===== src/rtl/pal_pkg.sv =====
// Package with the shared constants, codes and transfer types of the positional array list.
package pal_pkg;

  localparam int CAPACITY = 128;
  localparam int AddrW    = $clog2(CAPACITY);
  localparam int CntW     = $clog2(CAPACITY + 1);
  localparam int CmpW     = ((CntW > 8) ? CntW : 8) + 1;
  localparam int DataW    = 32;

  typedef enum logic [2:0] {
    OP_APPEND = 3'd0,
    OP_POP    = 3'd1,
    OP_INSERT = 3'd2,
    OP_REMOVE = 3'd3,
    OP_READ   = 3'd4
  } pal_op_e;

  typedef enum logic [1:0] {
    ST_OK    = 2'd0,
    ST_FULL  = 2'd1,
    ST_EMPTY = 2'd2,
    ST_RANGE = 2'd3
  } pal_status_e;

  typedef struct packed {
    logic [2:0]               operation;
    logic [7:0]               position;
    logic signed [DataW-1:0]  value;
  } in_item_t;

  typedef struct packed {
    logic signed [DataW-1:0]  data_out;
    logic [7:0]               count_after;
    pal_status_e              status;
  } out_item_t;

  // One write port and one read port toward the entry store.
  typedef struct packed {
    logic             we;
    logic [AddrW-1:0] waddr;
    logic [DataW-1:0] wdata;
    logic             re;
    logic [AddrW-1:0] raddr;
  } mem_req_t;

endpackage


===== src/rtl/pal_ctrl.sv =====
// Request sequencer: checks each request and walks the entry store to shift, read or write.
module pal_ctrl (
  input  logic                       clk_i,
  input  logic                       rst_ni,
  input  logic                       in_valid_i,
  output logic                       in_stall_o,
  input  pal_pkg::in_item_t          in_item_i,
  output logic                       res_valid_o,
  input  logic                       res_ready_i,
  output pal_pkg::out_item_t         res_o,
  output pal_pkg::mem_req_t          mem_req_o,
  input  logic [pal_pkg::DataW-1:0]  mem_rdata_i
);
  import pal_pkg::*;

  typedef enum logic [6:0] {
    S_IDLE     = 7'b0000001,
    S_LOOKUP   = 7'b0000010,
    S_TAKE     = 7'b0000100,
    S_SHIFT_UP = 7'b0001000,
    S_SHIFT_DN = 7'b0010000,
    S_PLACE    = 7'b0100000,
    S_DONE     = 7'b1000000
  } state_e;

  state_e           state_q, state_d;
  logic [CntW-1:0]  count_q, count_d;
  logic [CntW-1:0]  n_q, n_d;
  logic [AddrW-1:0] idx_q, idx_d;
  logic [AddrW-1:0] ptr_q, ptr_d;
  logic [DataW-1:0] val_q, val_d;
  logic [DataW-1:0] data_q, data_d;
  pal_status_e      status_q, status_d;

  logic [CmpW-1:0]  pos_w;
  logic [CmpW-1:0]  cnt_w;
  logic [AddrW-1:0] k_w;
  logic             full_w;
  logic             empty_w;
  logic             ins_ok_w;
  logic             pos_ok_w;

  assign pos_w    = CmpW'(in_item_i.position);
  assign cnt_w    = CmpW'(count_q);
  assign k_w      = AddrW'(pos_w - CmpW'(1));
  assign full_w   = (cnt_w >= CmpW'(CAPACITY));
  assign empty_w  = (count_q == '0);
  assign ins_ok_w = (pos_w >= CmpW'(1)) && (pos_w <= cnt_w + CmpW'(1));
  assign pos_ok_w = (pos_w >= CmpW'(1)) && (pos_w <= cnt_w);

  always_comb begin
    state_d   = state_q;
    count_d   = count_q;
    n_d       = n_q;
    idx_d     = idx_q;
    ptr_d     = ptr_q;
    val_d     = val_q;
    data_d    = data_q;
    status_d  = status_q;
    mem_req_o = '0;

    case (state_q)
      S_IDLE: begin
        if (in_valid_i) begin
          data_d   = '0;
          status_d = ST_OK;
          state_d  = S_DONE;
          case (pal_op_e'(in_item_i.operation))
            OP_APPEND: begin
              if (full_w) begin
                status_d = ST_FULL;
              end else begin
                mem_req_o.we    = 1'b1;
                mem_req_o.waddr = AddrW'(count_q);
                mem_req_o.wdata = in_item_i.value;
                count_d         = count_q + CntW'(1);
              end
            end
            OP_POP: begin
              if (empty_w) begin
                status_d = ST_EMPTY;
              end else begin
                count_d         = count_q - CntW'(1);
                mem_req_o.re    = 1'b1;
                mem_req_o.raddr = AddrW'(count_q - CntW'(1));
                state_d         = S_LOOKUP;
              end
            end
            OP_INSERT: begin
              if (full_w) begin
                status_d = ST_FULL;
              end else if (!ins_ok_w) begin
                status_d = ST_RANGE;
              end else begin
                count_d = count_q + CntW'(1);
                val_d   = in_item_i.value;
                idx_d   = k_w;
                if (pos_w == cnt_w + CmpW'(1)) begin
                  // Insertion at the tail needs no shift.
                  mem_req_o.we    = 1'b1;
                  mem_req_o.waddr = k_w;
                  mem_req_o.wdata = in_item_i.value;
                end else begin
                  mem_req_o.re    = 1'b1;
                  mem_req_o.raddr = AddrW'(count_q - CntW'(1));
                  ptr_d           = AddrW'(count_q);
                  state_d         = S_SHIFT_UP;
                end
              end
            end
            OP_REMOVE: begin
              if (empty_w) begin
                status_d = ST_EMPTY;
              end else if (!pos_ok_w) begin
                status_d = ST_RANGE;
              end else begin
                n_d             = count_q;
                count_d         = count_q - CntW'(1);
                idx_d           = k_w;
                mem_req_o.re    = 1'b1;
                mem_req_o.raddr = k_w;
                state_d         = S_TAKE;
              end
            end
            OP_READ: begin
              if (empty_w) begin
                status_d = ST_EMPTY;
              end else if (!pos_ok_w) begin
                status_d = ST_RANGE;
              end else begin
                mem_req_o.re    = 1'b1;
                mem_req_o.raddr = k_w;
                state_d         = S_LOOKUP;
              end
            end
            default: begin
              status_d = ST_OK;
            end
          endcase
        end
      end
      S_LOOKUP: begin
        data_d  = mem_rdata_i;
        state_d = S_DONE;
      end
      S_TAKE: begin
        data_d = mem_rdata_i;
        if (CntW'(idx_q) + CntW'(1) < n_q) begin
          mem_req_o.re    = 1'b1;
          mem_req_o.raddr = idx_q + AddrW'(1);
          ptr_d           = idx_q + AddrW'(1);
          state_d         = S_SHIFT_DN;
        end else begin
          state_d = S_DONE;
        end
      end
      S_SHIFT_UP: begin
        // The read data came from the entry just below the write pointer.
        mem_req_o.we    = 1'b1;
        mem_req_o.waddr = ptr_q;
        mem_req_o.wdata = mem_rdata_i;
        if (ptr_q - AddrW'(1) == idx_q) begin
          state_d = S_PLACE;
        end else begin
          mem_req_o.re    = 1'b1;
          mem_req_o.raddr = ptr_q - AddrW'(2);
          ptr_d           = ptr_q - AddrW'(1);
        end
      end
      S_SHIFT_DN: begin
        // The read data came from the pointer entry and moves one place down.
        mem_req_o.we    = 1'b1;
        mem_req_o.waddr = ptr_q - AddrW'(1);
        mem_req_o.wdata = mem_rdata_i;
        if (CntW'(ptr_q) + CntW'(1) < n_q) begin
          mem_req_o.re    = 1'b1;
          mem_req_o.raddr = ptr_q + AddrW'(1);
          ptr_d           = ptr_q + AddrW'(1);
        end else begin
          state_d = S_DONE;
        end
      end
      S_PLACE: begin
        mem_req_o.we    = 1'b1;
        mem_req_o.waddr = idx_q;
        mem_req_o.wdata = val_q;
        state_d         = S_DONE;
      end
      S_DONE: begin
        if (res_ready_i) begin
          state_d = S_IDLE;
        end
      end
      default: begin
        state_d = S_IDLE;
      end
    endcase
  end

  always_ff @(posedge clk_i or negedge rst_ni) begin
    if (!rst_ni) begin
      state_q <= S_IDLE;
      count_q <= '0;
    end else begin
      state_q <= state_d;
      count_q <= count_d;
    end
  end

  always_ff @(posedge clk_i) begin
    n_q      <= n_d;
    idx_q    <= idx_d;
    ptr_q    <= ptr_d;
    val_q    <= val_d;
    data_q   <= data_d;
    status_q <= status_d;
  end

  assign in_stall_o        = (state_q != S_IDLE);
  assign res_valid_o       = (state_q == S_DONE);
  assign res_o.data_out    = data_q;
  assign res_o.count_after = 8'(count_q);
  assign res_o.status      = status_q;

endmodule


===== config.mk =====
export PLATFORM = sky130hd
export DESIGN_NAME = pal_ctrl
export DESIGN_NICKNAME = d
export VERILOG_FILES = /design/src/rtl/pal_pkg.sv /design/src/rtl/pal_ctrl.sv
export SDC_FILE = /design/constraint.sdc
export NUM_CORES = 1
export LEC_CHECK = 0
export ABC_CLOCK_PERIOD_IN_PS = 6200
export BUFFER_PORTS_ARGS = -buffer_cell sky130_fd_sc_hd__buf_2
export CAP_MARGIN = 20
export CORE_AREA = 2 2 122 124
export DETAILED_ROUTE_END_ITERATION = 8
export DIE_AREA = 0 0 124 126
export GPL_ROUTABILITY_DRIVEN = 1
export PLACE_DENSITY = 0.79
export SYNTH_ARGS = -nofsm -noshare
export SYNTH_HDL_FRONTEND = slang
export SYNTH_SLANG_ARGS = --single-unit

===== constraint.sdc =====
create_clock -name clk_i -period 6.2 [get_ports clk_i]
set_clock_uncertainty 0.05 [all_clocks]
set_input_delay 0.93 -clock clk_i [delete_from_list [all_inputs] [get_ports clk_i]]
set_output_delay 0.93 -clock clk_i [all_outputs]
set_load 0.01 [all_outputs]

==> impl_metrics.tcl <==
set metrics [dict create \
    synth_top_area_share_pct 38.27 \
    synth-edff-count 88 \
    crit_type "register to primary output" \
    syn_area_um2 6905 \
    gp_congestion 1.010 \
    path_max_fanout 13 \
    grt_max_degree 34 \
    comb_power_share_pct 34.6 \
    hold_class "primary input to asynchronous set/reset pin" \
    dp_slack_ps 1145 \
    io_pins 171 \
    fmax_mhz 181.8 \
    synth_ff_type "edfxtp_1" \
    switchingPower_mw 0.9043 \
    grt_pass1_vias 5877 \
    yosys.area_share.simple_pct 18.34 \
    finalSetupViolations 0 \
    maxSlewViolCount 0 \
    drtIter0Drc 787 \
    critical_path.max_stage_delay_ps 830 \
    critical_path_buf_inv_count 1 \
    clockBufferDepth 2 \
    pwr_density_cell_nw_per_um2 299.6 \
    ys_types 72 \
    rows 44 \
    drv_cap 0 \
    io_buffers 170 \
    layout-drive-gt1-share_pct 24.91 \
    die_w_um 124 \
    routedWlPerCell_um 19.92 \
    setup-tns-final_ps 0 \
    cts_tree "built" \
    crit_slowest_cell "a2111oi_0" \
    root_buffer "clkbuf_16" \
    p_int_mw 1.576 \
    worstPathCellList "nand3_1 -> nor3_1 -> nand3_1 -> xnor2_1 -> ha_1 -> nand3_1 -> nor2_1 -> a2111oi_0 -> a31oi_1 -> nand2b_1 -> o22ai_1 -> a2111o_1 -> buf_2" \
    muxShareOfSynthArea_pct 0.2899 \
    synth_xor_area_share_pct 5.671 \
    synth_nets 824 \
    startpoint_type "register" \
    reg2reg_depth 11 \
    pwr-share-seq_pct 40.4 \
    syn_inst 704 \
    antenna_left 0 \
    cts_resized 0 \
    die_h_um 126 \
    num-nets-final 978 \
    grt_use_total_pct 26.32 \
    fin_ws_ps 698.3 \
    rsz0062_at_grt "false" \
    clk_transition_reported_paths_ps 80 \
    clock_sinks 103 \
    synth-seq-area-share_pct 43.72 \
    synth_fa_ha_area_share_pct 7.429 \
    worstPathRequired_ps 5220 \
    finalPower_mw 2.480 \
    num_vias 6419 \
    swShare_pct 36.46 \
    synth_top_family_by_area "compound AO/OA/AOI/OAI gates" \
    route.detailed.drc 0 \
    period_share_pct 88.74 \
    die_area_um2 15620 \
    relSlewSlack_pct 32.76 \
    worstReg2RegStart "count_q[2]" \
    coreArea_um2 14310 \
    worstSkewPairLatency_ps 350 \
    cts_buffers 9 \
    area_growth_pct 19.89 \
    cp_common_cell "nand3_1" \
    pwr-share-clk_pct 25.0 \
    status "completed" \
    fin_area_um2 8279 \
    synth_area_leaders "edfxtp_1 (38%), ha_1 (7.4%), dfrtp_1 (5.1%)" \
    worst_pin_slew_ps 1000 \
    min_period_ps 5502 \
    grt_pass1_wl_um 31520 \
    p_leak_nw 3.758 \
    dpl_cell_area_um2 7951 \
    cp_top_family "compound AO/OA/AOI/OAI gates" \
    antenna_found_initial 0 \
    yosys_warnings 0 \
    dpl.hpwl_um 15650 \
    gr-total-overflow 0 \
    ctsHoldBuffers 0 \
    ir_worst_vdd_mv 0.1925 \
    dr.pass1.iters 6 \
    finalHoldViolCount 0 \
    routed_via_density 6.131 \
    utilization_pct 57.84 \
    avgSynthCellArea_um2 9.809 \
    start_util_pct 48.24 \
    async_flop_share_pct 14.56 \
    n_fill_cell 1223 \
    post-cts-setup-buffers 0 \
    antenna_cells 0 \
    synth_seq_cells 103 \
    rrSetupSlack_ps 1510 \
    yosysTopAreaCell "edfxtp_1" \
    drt_wl_total_um 20850 \
    arrival_ps 4520 \
    htree_levels 3 \
    timing.rr.end "ptr_q[0]" \
    synth_compound_area_share_pct 18.66 \
    worstSetupEndpointType "primary output" \
]
## through the flow
step | hold slack [ps] | cells
2_1_floorplan | 460.7 | 704
3_3_place_gp | 517.5 | 1030
3_5_place_dp | 560.8 | 1031
4_1_cts | 437.3 | 1047
5_1_grt | 451.0 | 1047
6_report | 433.4 | 1047
## power by group through the flow
| stage | combinational (mW) | sequential, mW | clock (mW) |
|---|---|---|---|
| after CTS | 0.850 | 0.999 | 0.628 |
| final | 0.857 | 1.00 | 0.621 |
| after global placement | 0.840 | 1.01 | 0 |
| after detailed placement | 0.844 | 1.01 | 0 |
| after floorplan | 0.558 | 0.988 | 0 |
| after global routing | 0.946 | 1.02 | 0.657 |
## flip-flops by register name, summed over array words and instances, names as in the netlist
register,flops
data_q,32
val_q,32
status_q,2
idx_q,7
n_q,8
ptr_q,7
state_q,7
count_q,8
## metal layers
layer | part of all wire, % | track usage, %
met1 | 40 | 33.90
met2 | 49 | 43.83
met3 | 8.4 | 5.344
met4 | 2.7 | 9.319
met5 | 0 | 0
## kinds of logic (layout without fill, tap and decap cells)
group | after synthesis | in the layout
and+or+nand+nor | 242 | 242
AOI/OAI and AO/OA | 170 | 170
DFF | 103 | 103
buffers and inverters | 103 | 262
xor gates and xnor gates | 43 | 43
adders and majority gates | 41 | 41
muxes | 2 | 2
## cells in the final DEF (no fill, tap or decap), types with 12 or more instances in the layout
| cell type | count |
|---|---|
| nor3_1 | 19 |
| xor2_1 | 12 |
| buf_2 | 170 |
| o21ai_0 | 26 |
| nand3_1 | 25 |
| nand2_1 | 51 |
| dfrtp_1 | 14 |
| a22oi_1 | 13 |
| buf_4 | 12 |
| ha_1 | 41 |
| nor2_1 | 46 |
| edfxtp_1 | 88 |
| inv_1 | 62 |
| and2_1 | 36 |
| a21oi_1 | 25 |
| a222oi_1 | 32 |
| xnor2_1 | 30 |
## worst max-delay path by stage
stage,startpoint,end,slack [ps],cells after the start
after floorplan,count_q[2],val_q[0],1000,11
after global placement,count_q[2],mem_req_o[0],1320,13
after detailed placement,count_q[2],mem_req_o[1],1150,13
after CTS,count_q[2],mem_req_o[1],760,13
after global routing,count_q[2],mem_req_o[4],340,13
final,count_q[2],mem_req_o[4],700,13
## synth_stat cells (all sizes together) (7+ instances only)
master and n:
a21oi 25, a222oi 32, a22oi 13, a31oi 8
and2 36, and3 7, buf 9, clkbuf 31
dfrtp 14, edfxtp 88, ha 41, inv 62
nand2 52, nand3 25, nor2 47, nor2b 9
nor3 19, nor3b 7, nor4 10, o21ai 26
o22ai 7, xnor2 30, xor2 12
## final cells by class
class	count	area (um2)	area share, %
clock inverters	7	102.6	1.239
repair buffers	183	952.2	11.50
clock buffers	9	225.2	2.720
flip-flops and latches	103	3019	36.47
multi-input cells	498	3513	42.44
well taps	184	230.2	2.781
inverters	63	236.5	2.856
(Power assumes the default switching activity.)
